**src/rtl/urlf_pkg.sv**
```systemverilog
// urlf_pkg: shared types and constants for the line-buffered UART receive FIFO.
// Holds the request/response beat structs, the command and state enums, and byte codes.
// No dependencies.
package urlf_pkg;

   // Default ring depth; the store holds at most DEPTH-1 bytes
   localparam int DEPTH_DEFAULT = 64;

   // Field widths fixed by the interface
   localparam int MODE_W  = 2;
   localparam int BYTE_W  = 8;
   localparam int KIND_W  = 2;
   localparam int COUNT_W = 6;

   // Request modes
   localparam logic [MODE_W-1:0] MODE_RECV  = 2'd0;
   localparam logic [MODE_W-1:0] MODE_READ  = 2'd1;
   localparam logic [MODE_W-1:0] MODE_FLUSH = 2'd2;

   // Response kinds
   localparam logic [KIND_W-1:0] KIND_DATA   = 2'd0;
   localparam logic [KIND_W-1:0] KIND_EOL    = 2'd1;
   localparam logic [KIND_W-1:0] KIND_NOLINE = 2'd2;

   // Byte codes
   localparam logic [BYTE_W-1:0] CHAR_LF = 8'h0A;
   localparam logic [BYTE_W-1:0] CHAR_CR = 8'h0D;

   // Line counter saturates here
   localparam logic [COUNT_W-1:0] LINES_MAX = 6'd63;

   // Command queue between front and back
   localparam int QDEPTH = 2;
   localparam int QAW    = 1;

   typedef struct packed {
      logic [MODE_W-1:0] mode;
      logic [BYTE_W-1:0] rx_byte;
   } req_type;

   typedef struct packed {
      logic [KIND_W-1:0]  kind;
      logic [BYTE_W-1:0]  data_byte;
      logic [COUNT_W-1:0] line_length;
      logic [COUNT_W-1:0] lines_waiting;
      logic               last;
   } rsp_type;

   typedef enum logic [1:0] {
      OP_RECV,
      OP_READ,
      OP_FLUSH
   } op_type;

   typedef struct packed {
      op_type            op;
      logic [BYTE_W-1:0] rx_byte;
   } cmd_type;

   typedef enum logic [1:0] {
      ST_IDLE,
      ST_DROP,
      ST_RD_ISSUE,
      ST_RD_DATA
   } state_type;

endpackage

```
**src/rtl/urlf_ram.sv**
```systemverilog
// urlf_ram: generic single-write, single-read RAM with registered read data.
// No dependencies.
module urlf_ram #(
   parameter int WIDTH = 8,
   parameter int DEPTH = 64
) (
   input  logic                     clock,
   input  logic                     wr_en,
   input  logic [$clog2(DEPTH)-1:0] wr_addr,
   input  logic [WIDTH-1:0]         wr_data,
   input  logic [$clog2(DEPTH)-1:0] rd_addr,
   output logic [WIDTH-1:0]         rd_data
);

   logic [WIDTH-1:0] mem_ff [DEPTH];
   logic [WIDTH-1:0] rd_data_ff;

   // write port
   always_ff @(posedge clock) begin
      if (wr_en) begin
         mem_ff[wr_addr] <= wr_data;
      end
   end

   // registered read port
   always_ff @(posedge clock) begin
      rd_data_ff <= mem_ff[rd_addr];
   end

   assign rd_data = rd_data_ff;

endmodule

```
**src/rtl/urlf_front.sv**
```systemverilog
// urlf_front: accepts request beats, turns the mode into a command and queues it.
// Depends on urlf_pkg. Unused mode codes are accepted and dropped here.
module urlf_front (
   input  logic              clock,
   input  logic              reset,
   input  logic              req_valid,
   output logic              req_stall,
   input  urlf_pkg::req_type req,
   output logic              cmd_valid,
   input  logic              cmd_pop,
   output urlf_pkg::cmd_type cmd
);

   urlf_pkg::cmd_type        entry_ff [urlf_pkg::QDEPTH];
   urlf_pkg::cmd_type        new_cmd;
   logic [urlf_pkg::QAW-1:0] wr_ptr_ff, wr_ptr_in;
   logic [urlf_pkg::QAW-1:0] rd_ptr_ff, rd_ptr_in;
   logic [urlf_pkg::QAW:0]   count_ff, count_in;
   logic                     known_mode;
   logic                     push;

   // classify the mode
   always_comb begin
      new_cmd.rx_byte = req.rx_byte;
      new_cmd.op      = urlf_pkg::OP_RECV;
      known_mode      = 1'b1;
      case (req.mode)
         urlf_pkg::MODE_RECV:  new_cmd.op = urlf_pkg::OP_RECV;
         urlf_pkg::MODE_READ:  new_cmd.op = urlf_pkg::OP_READ;
         urlf_pkg::MODE_FLUSH: new_cmd.op = urlf_pkg::OP_FLUSH;
         default:              known_mode = 1'b0;
      endcase
   end

   assign req_stall = (count_ff == (urlf_pkg::QAW+1)'(urlf_pkg::QDEPTH));
   assign push      = req_valid && !req_stall && known_mode;
   assign cmd_valid = (count_ff != '0);
   assign cmd       = entry_ff[rd_ptr_ff];

   // queue pointers
   always_comb begin
      wr_ptr_in = push    ? wr_ptr_ff + 1'b1 : wr_ptr_ff;
      rd_ptr_in = cmd_pop ? rd_ptr_ff + 1'b1 : rd_ptr_ff;
      count_in  = count_ff;
      if (push && !cmd_pop) begin
         count_in = count_ff + 1'b1;
      end else if (!push && cmd_pop) begin
         count_in = count_ff - 1'b1;
      end
   end

   always_ff @(posedge clock) begin
      if (reset) begin
         wr_ptr_ff <= '0;
         rd_ptr_ff <= '0;
         count_ff  <= '0;
      end else begin
         wr_ptr_ff <= wr_ptr_in;
         rd_ptr_ff <= rd_ptr_in;
         count_ff  <= count_in;
      end
   end

   // queue storage, no reset needed
   always_ff @(posedge clock) begin
      if (push) begin
         entry_ff[wr_ptr_ff] <= new_cmd;
      end
   end

endmodule

```
**src/rtl/urlf_back.sv**
```systemverilog
// urlf_back: executes queued commands on the byte ring and drives the response register.
// Depends on urlf_pkg and urlf_ram.
module urlf_back #(
   parameter int DEPTH = urlf_pkg::DEPTH_DEFAULT
) (
   input  logic              clock,
   input  logic              reset,
   input  logic              cmd_valid,
   output logic              cmd_pop,
   input  urlf_pkg::cmd_type cmd,
   output logic              rsp_valid,
   input  logic              rsp_stall,
   output urlf_pkg::rsp_type rsp
);

   localparam int AW = $clog2(DEPTH);
   localparam logic [urlf_pkg::COUNT_W-1:0] LEN_CAP = urlf_pkg::COUNT_W'(DEPTH - 1);

   urlf_pkg::state_type          state_ff, state_in;
   logic [AW-1:0]                wp_ff, wp_in;
   logic [AW-1:0]                rp_ff, rp_in;
   logic [urlf_pkg::COUNT_W-1:0] cnt_ff, cnt_in;
   logic [urlf_pkg::COUNT_W-1:0] len_ff, len_in;
   logic                         rsp_valid_ff, rsp_valid_in;
   urlf_pkg::rsp_type            rsp_ff, rsp_in;

   logic                         ram_we;
   logic [urlf_pkg::BYTE_W-1:0]  rd_data;
   logic [AW-1:0]                wp_step, rp_step;
   logic                         out_free;
   logic                         rd_is_lf, rd_is_cr;
   logic                         emit;
   urlf_pkg::rsp_type            emit_beat;

   function automatic logic [AW-1:0] ptr_next(input logic [AW-1:0] p);
      return (p == AW'(DEPTH - 1)) ? '0 : p + 1'b1;
   endfunction

   // byte ring, read port always points at the oldest byte
   urlf_ram #(
      .WIDTH (urlf_pkg::BYTE_W),
      .DEPTH (DEPTH)
   ) u_ram (
      .clock   (clock),
      .wr_en   (ram_we),
      .wr_addr (wp_ff),
      .wr_data (cmd.rx_byte),
      .rd_addr (rp_ff),
      .rd_data (rd_data)
   );

   assign wp_step  = ptr_next(wp_ff);
   assign rp_step  = ptr_next(rp_ff);
   assign out_free = !rsp_valid_ff || !rsp_stall;
   assign rd_is_lf = (rd_data == urlf_pkg::CHAR_LF);
   assign rd_is_cr = (rd_data == urlf_pkg::CHAR_CR);

   // next state
   always_comb begin
      state_in = state_ff;
      case (state_ff)
         urlf_pkg::ST_IDLE: begin
            if (cmd_valid) begin
               case (cmd.op)
                  urlf_pkg::OP_RECV: begin
                     if (wp_step == rp_ff) begin
                        state_in = urlf_pkg::ST_DROP;
                     end
                  end
                  urlf_pkg::OP_READ: begin
                     if (cnt_ff != '0) begin
                        state_in = urlf_pkg::ST_RD_ISSUE;
                     end
                  end
                  default: state_in = urlf_pkg::ST_IDLE;
               endcase
            end
         end
         urlf_pkg::ST_DROP:     state_in = urlf_pkg::ST_IDLE;
         urlf_pkg::ST_RD_ISSUE: state_in = urlf_pkg::ST_RD_DATA;
         urlf_pkg::ST_RD_DATA: begin
            // skipped bytes move on without waiting for the receiver
            if (rd_is_cr || (!rd_is_lf && len_ff >= LEN_CAP)) begin
               state_in = urlf_pkg::ST_RD_ISSUE;
            end else if (out_free) begin
               state_in = rd_is_lf ? urlf_pkg::ST_IDLE : urlf_pkg::ST_RD_ISSUE;
            end
         end
         default: state_in = urlf_pkg::ST_IDLE;
      endcase
   end

   // datapath and outputs
   always_comb begin
      cmd_pop      = 1'b0;
      ram_we       = 1'b0;
      wp_in        = wp_ff;
      rp_in        = rp_ff;
      cnt_in       = cnt_ff;
      len_in       = len_ff;
      emit         = 1'b0;
      emit_beat    = '0;
      rsp_valid_in = rsp_valid_ff && rsp_stall;
      rsp_in       = rsp_ff;
      case (state_ff)
         urlf_pkg::ST_IDLE: begin
            if (cmd_valid) begin
               case (cmd.op)
                  urlf_pkg::OP_RECV: begin
                     // store byte; an overwrite is finished in ST_DROP
                     cmd_pop = 1'b1;
                     ram_we  = 1'b1;
                     wp_in   = wp_step;
                     if (cmd.rx_byte == urlf_pkg::CHAR_LF && cnt_ff < urlf_pkg::LINES_MAX) begin
                        cnt_in = cnt_ff + 1'b1;
                     end
                  end
                  urlf_pkg::OP_READ: begin
                     if (cnt_ff == '0) begin
                        // no complete line: single beat
                        if (out_free) begin
                           cmd_pop        = 1'b1;
                           emit           = 1'b1;
                           emit_beat.kind = urlf_pkg::KIND_NOLINE;
                           emit_beat.last = 1'b1;
                        end
                     end else begin
                        cmd_pop = 1'b1;
                        len_in  = '0;
                     end
                  end
                  urlf_pkg::OP_FLUSH: begin
                     cmd_pop = 1'b1;
                     rp_in   = wp_ff;
                     cnt_in  = '0;
                  end
                  default: cmd_pop = 1'b1;
               endcase
            end
         end
         urlf_pkg::ST_DROP: begin
            // oldest byte is dropped
            rp_in = rp_step;
            if (rd_is_lf && cnt_ff != '0) begin
               cnt_in = cnt_ff - 1'b1;
            end
         end
         urlf_pkg::ST_RD_ISSUE: begin
            // read of rp in flight
         end
         urlf_pkg::ST_RD_DATA: begin
            emit_beat.lines_waiting = cnt_ff - 1'b1;
            if (rd_is_cr) begin
               rp_in = rp_step;
            end else if (rd_is_lf) begin
               if (out_free) begin
                  rp_in                 = rp_step;
                  cnt_in                = cnt_ff - 1'b1;
                  emit                  = 1'b1;
                  emit_beat.kind        = urlf_pkg::KIND_EOL;
                  emit_beat.line_length = len_ff;
                  emit_beat.last        = 1'b1;
               end
            end else if (len_ff >= LEN_CAP) begin
               rp_in = rp_step;
            end else if (out_free) begin
               rp_in                 = rp_step;
               len_in                = len_ff + 1'b1;
               emit                  = 1'b1;
               emit_beat.kind        = urlf_pkg::KIND_DATA;
               emit_beat.data_byte   = rd_data;
               emit_beat.line_length = len_ff + 1'b1;
            end
         end
         default: begin
            cmd_pop = 1'b0;
         end
      endcase
      if (emit) begin
         rsp_valid_in = 1'b1;
         rsp_in       = emit_beat;
      end
   end

   // control registers
   always_ff @(posedge clock) begin
      if (reset) begin
         state_ff     <= urlf_pkg::ST_IDLE;
         wp_ff        <= '0;
         rp_ff        <= '0;
         cnt_ff       <= '0;
         rsp_valid_ff <= 1'b0;
      end else begin
         state_ff     <= state_in;
         wp_ff        <= wp_in;
         rp_ff        <= rp_in;
         cnt_ff       <= cnt_in;
         rsp_valid_ff <= rsp_valid_in;
      end
   end

   // payload registers
   always_ff @(posedge clock) begin
      len_ff <= len_in;
      rsp_ff <= rsp_in;
   end

   assign rsp_valid = rsp_valid_ff;
   assign rsp       = rsp_ff;

endmodule

```
**src/rtl/uart_rx_line_fifo.sv**
```systemverilog
// uart_rx_line_fifo: top level of the line-buffered UART receive FIFO.
// Depends on urlf_pkg, urlf_front and urlf_back (which holds urlf_ram).
// Usage:
//   req channel (req_valid/req_stall/req): one beat per command. mode 0 stores
//   rx_byte, mode 1 reads the oldest complete line, mode 2 flushes the store.
//   mode 3 is accepted and ignored.
//   rsp channel (rsp_valid/rsp_stall/rsp): line bytes with CR and LF removed,
//   then an end-of-line beat carrying the length; a read with no complete line
//   gives one no-line beat. last marks the final beat of a command.
// Command handling:
//   A two-entry command queue sits between the front and the back, so requests
//   are taken while the back is busy or the receiver stalls.
//   Receive stores the byte; a full store also drops the oldest byte in ST_DROP.
//   Flush and no-line read finish in ST_IDLE. A line read takes each stored byte
//   (including CR and LF) through ST_RD_ISSUE and ST_RD_DATA, as the byte RAM
//   has a registered read port. A line read's first beat is registered from
//   ST_RD_DATA (a leading CR repeats both states); a no-line beat, from ST_IDLE.
// Reset: clears pointers, line count, queue and response valid; RAM is not cleared.
// Stall: a stalled response beat holds; the back waits, and once the queue is
//   full req_stall rises.
module uart_rx_line_fifo #(
   parameter int DEPTH = urlf_pkg::DEPTH_DEFAULT
) (
   input  logic              clock,
   input  logic              reset,
   input  logic              req_valid,
   output logic              req_stall,
   input  urlf_pkg::req_type req,
   output logic              rsp_valid,
   input  logic              rsp_stall,
   output urlf_pkg::rsp_type rsp
);

   logic              cmd_valid;
   logic              cmd_pop;
   urlf_pkg::cmd_type cmd;

   // accept and classify
   urlf_front u_front (
      .clock     (clock),
      .reset     (reset),
      .req_valid (req_valid),
      .req_stall (req_stall),
      .req       (req),
      .cmd_valid (cmd_valid),
      .cmd_pop   (cmd_pop),
      .cmd       (cmd)
   );

   // execute on the ring
   urlf_back #(
      .DEPTH (DEPTH)
   ) u_back (
      .clock     (clock),
      .reset     (reset),
      .cmd_valid (cmd_valid),
      .cmd_pop   (cmd_pop),
      .cmd       (cmd),
      .rsp_valid (rsp_valid),
      .rsp_stall (rsp_stall),
      .rsp       (rsp)
   );

endmodule

```
**config.mk**
```make
export PLATFORM = sky130hd
export DESIGN_NAME = uart_rx_line_fifo
export DESIGN_NICKNAME = d
export VERILOG_FILES = /design/src/rtl/urlf_pkg.sv /design/src/rtl/urlf_ram.sv /design/src/rtl/urlf_front.sv /design/src/rtl/urlf_back.sv /design/src/rtl/uart_rx_line_fifo.sv
export SDC_FILE = /design/constraint.sdc
export NUM_CORES = 1
export LEC_CHECK = 0
export BUFFER_PORTS_ARGS = -buffer_cell sky130_fd_sc_hd__buf_2
export CAP_MARGIN = 20
export CELL_PAD_IN_SITES_DETAIL_PLACEMENT = 1
export CELL_PAD_IN_SITES_GLOBAL_PLACEMENT = 1
export CORE_MARGIN = 3
export CORE_UTILIZATION = 28
export CTS_CLUSTER_SIZE = 16
export DETAILED_ROUTE_END_ITERATION = 16
export PLACE_DENSITY = 0.45
export SYNTH_ARGS = -nofsm -noshare
export SYNTH_HDL_FRONTEND = slang
export SYNTH_HIERARCHICAL = 1
export SYNTH_SLANG_ARGS = --single-unit
```
**constraint.sdc**
```tcl
create_clock -name clock -period 4.1 [get_ports clock]
set_input_delay 0.205 -clock clock [delete_from_list [all_inputs] [get_ports clock]]
set_output_delay 0.205 -clock clock [all_outputs]
set_load 0.02 [all_outputs]
```
==> impl_metrics.ini <==
[layout]
num_antenna_cells = 0
drive_above_1_share_pct = 25.2
post-route-util_pct = 33.6
finalNonFillerCells = 2733
nFillCells = 8682
area_growth_syn_to_layout_pct = 18.1
layout.nets = 1558

[synth]
synth_compound_gate_area_share_pct = 5.38
synth_commonest_cells = edfxtp_1, mux4_2, nor2_1, nand2_1, mux2i_1
synthMuxAreaShare_pct = 12.8
yosys.area_share.simple_pct = 6.56
ys_warn_count = 6
synth_edf_count = 561
yosys-top-cells-area = edfxtp_1, mux4_2, dfxtp_1
synth-adder-area-share_pct = 0.513
synth.distinct_cells = 78
ys_seq_area_share_pct = 71.8
synth_top_area_share_pct = 69.0
syn_avg_cell_area_sq_um = 17.5
mappedNetlistArea_sq_um = 24400
synth_top_family_by_area = multiplexers
synthFlopType = edfxtp_1
syn_inst = 1395
yosysTopAreaCell = edfxtp_1
async_flop_share_pct = 0
synth_most_common_cell = edfxtp_1
synthXorXnorAreaFrac_pct = 0.826
syn_nets = 1419
synth-seq-cells = 595

[min_path]
hold_path_class = in2reg

[global_route]
grt_max_degree = 65
grt_first_pass_wirelength_mm = 99.3
gr-total-overflow = 0
antenna_found_initial = 3
first_global_vias = 14300
grt_usage_pct = 14.9

[timing]
tightestPinTransition_ns = 1.02
final.period_utilization_pct = 88.5
setup_tns_ns = 0
rsz0062_at_grt = false
max_freq_mhz = 276
fin_crit_ns = 3.63
skew_ns = 0.0248
maxSlewHeadroom_pct = 32.2
drv_slew = 0
setup_violations = 0
finalHoldViolations = 0

[clock_network]
root_buffer = clkbuf_16
cts_buffers = 69
clkLatencyLatePin_ns = 0.60
htreeDepth = 3
ctsResizeCount = 0
clk_pin_slew_ns = 0.06
cts_tree = built
clkSinkCount = 595
clock_path_buffers = 3

[critical_path]
crit_arrival_ns = 3.85
critPathBufInv = 1
path_max_fanout = 10
crit_family = simple AND/OR/NAND/NOR gates
path_cells = mux2_2 > or3_1 > inv_1 > nor2b_1 > nand2_1 > nor2_1
slowest_delay_ns = 0.65
cp.required_ns = 4.33
end_kind = flip-flop
crit_type = reg2reg
critPathSlowestCell = nor2_1
start_kind = flip-flop

[floorplanning]
fp.dieH_um = 301
io_pins = 39
core-area_sq_um = 85800
rows = 107
initial_utilization_pct = 28.4
die_area_sq_um = 90700
chipWidth_um = 301

[drt]
via_per_inst = 4.87
vias = 13300
finalWirelength_mm = 67.3
first_iter_violations = 996
drc_errors = 0
wl_per_cell_um = 24.6
drtPass1Iterations = 5
antenna_left = 0

[power]
p_per_area_nw_per_um2 = 603
leakage_nw = 8.97
ir_worst_vdd_v = 0.000279

[run_status]
status = completed

[flow_run]
cap_violations = 0

[placement]
portBuffers = 38
dp_cells = 2596
dp_hpwl_mm = 42.0
place_congestion = 0.747
## layout make-up
| cell class | count | area (sq um) | share of cell area [%] |
|---|---|---|---|
| clock buffer | 84 | 1890 | 6.55 |
| clock inverter | 42 | 443 | 1.54 |
| inverter | 14 | 52.6 | 0.182 |
| multi-input combinational | 707 | 6370 | 22.1 |
| sequential | 595 | 17500 | 60.9 |
| tap | 1144 | 1430 | 4.97 |
| timing repair buffer | 147 | 1090 | 3.79 |
## worst register-to-register path: stages (launching register included)
cell	delay, ns
dfxtp_1	0.60
mux2_2	0.45
or3_1	0.52
inv_1	0.26
nor2b_1	0.32
nand2_1	0.45
nor2_1	0.66
## through the flow
stage               cell area [sq um]  hold slack, ns  total power, mW  setup slack [ns]
floorplan                       24400           0.274             9.77              1.17
global placement                26400           0.397             11.2             0.585
detailed placement              26400           0.400             11.3             0.430
CTS                             28800         0.00731             17.6             0.411
global route                    28800          0.0314             18.1             0.241
finish                          28800          0.0541             17.4             0.471
## cells by family (layout without fill, tap and decap cells)
family          count (synthesis)  count (layout)
compound gates                187             187
fa+ha+maj                      10              10
mux                           176             176
xor+xnor                       23              23
simple gates                  311             311
buf+inv                        93             287
flops                         595             595
## power by group
part,switching (mW),internal [mW],total (mW)
Clock,2.50,3.80,6.29
Combinational,2.27,1.22,3.49
Sequential,0.337,7.25,7.58
## timing repair
action | in CTS | in global routing
setup buffers | 0 | 0
hold buffers | 10 | 0
endpoints found under the hold margin | 21 | 0
## metal layers
layer / vias to the layer above / track usage (%) / routed length, um
met5: - / 0 / 13
met4: 2 / 4.36 / 1680
met3: 108 / 2.81 / 3050
met2: 267 / 24.3 / 32300
met1: 7024 / 20.4 / 30300
li1: 5908 / - / -
## worst paths after layout
| path | startpoint | end | slack, ns | cells past startpoint |
|---|---|---|---|---|
| max | flip-flop | u_back/u_ram/mem_ff[48][0] | 0.47 | 6 |
| min | req_valid | u_front/wr_ptr_ff | 0.05 | 4 |
| max reg2reg | flip-flop | u_back/u_ram/mem_ff[48][0] | 0.47 | 6 |
| min reg2reg | u_front/rd_ptr_ff | u_front/rd_ptr_ff | 0.51 | 2 |
## cells in the final DEF, fill, tap and decap left out, types with 9 or more instances in the layout
master           n
buf_4           94
mux2i_1         46
nor2_1         104
nand4_1          9
nand3_1         23
and2_1          22
and3_1           9
clkinv_2        11
a21oi_1         37
clkinv_1        11
o21ai_0         18
o22ai_1         21
nand2b_1        12
inv_1           14
buf_2           38
xor2_1          15
mux2_2          22
mux4_2         107
or3_1            9
a22oi_1         17
nor3_1          16
nor2b_1         22
clkbuf_16       72
edfxtp_1       561
ha_1            10
a211oi_1        13
a221oi_1        12
dlygate4sd3_1   10
o31ai_1          9
dfxtp_1         29
nand2_1         48
## flip-flops by register name (all words and copies together) (netlist names), 2 cells and up, named ones only
| register | flops |
|---|---|
| u_back/cnt_ff | 6 |
| u_back/wp_ff | 6 |
| u_front/count_ff | 2 |
| u_back/len_ff | 6 |
| u_front/entry_ff | 20 |
| u_back/u_ram/mem_ff | 512 |
| u_back/u_ram/rd_data | 8 |
| u_back/rsp | 23 |
| u_back/state_ff | 2 |
| u_back/rp_ff | 6 |
(Power assumes the default switching activity.)
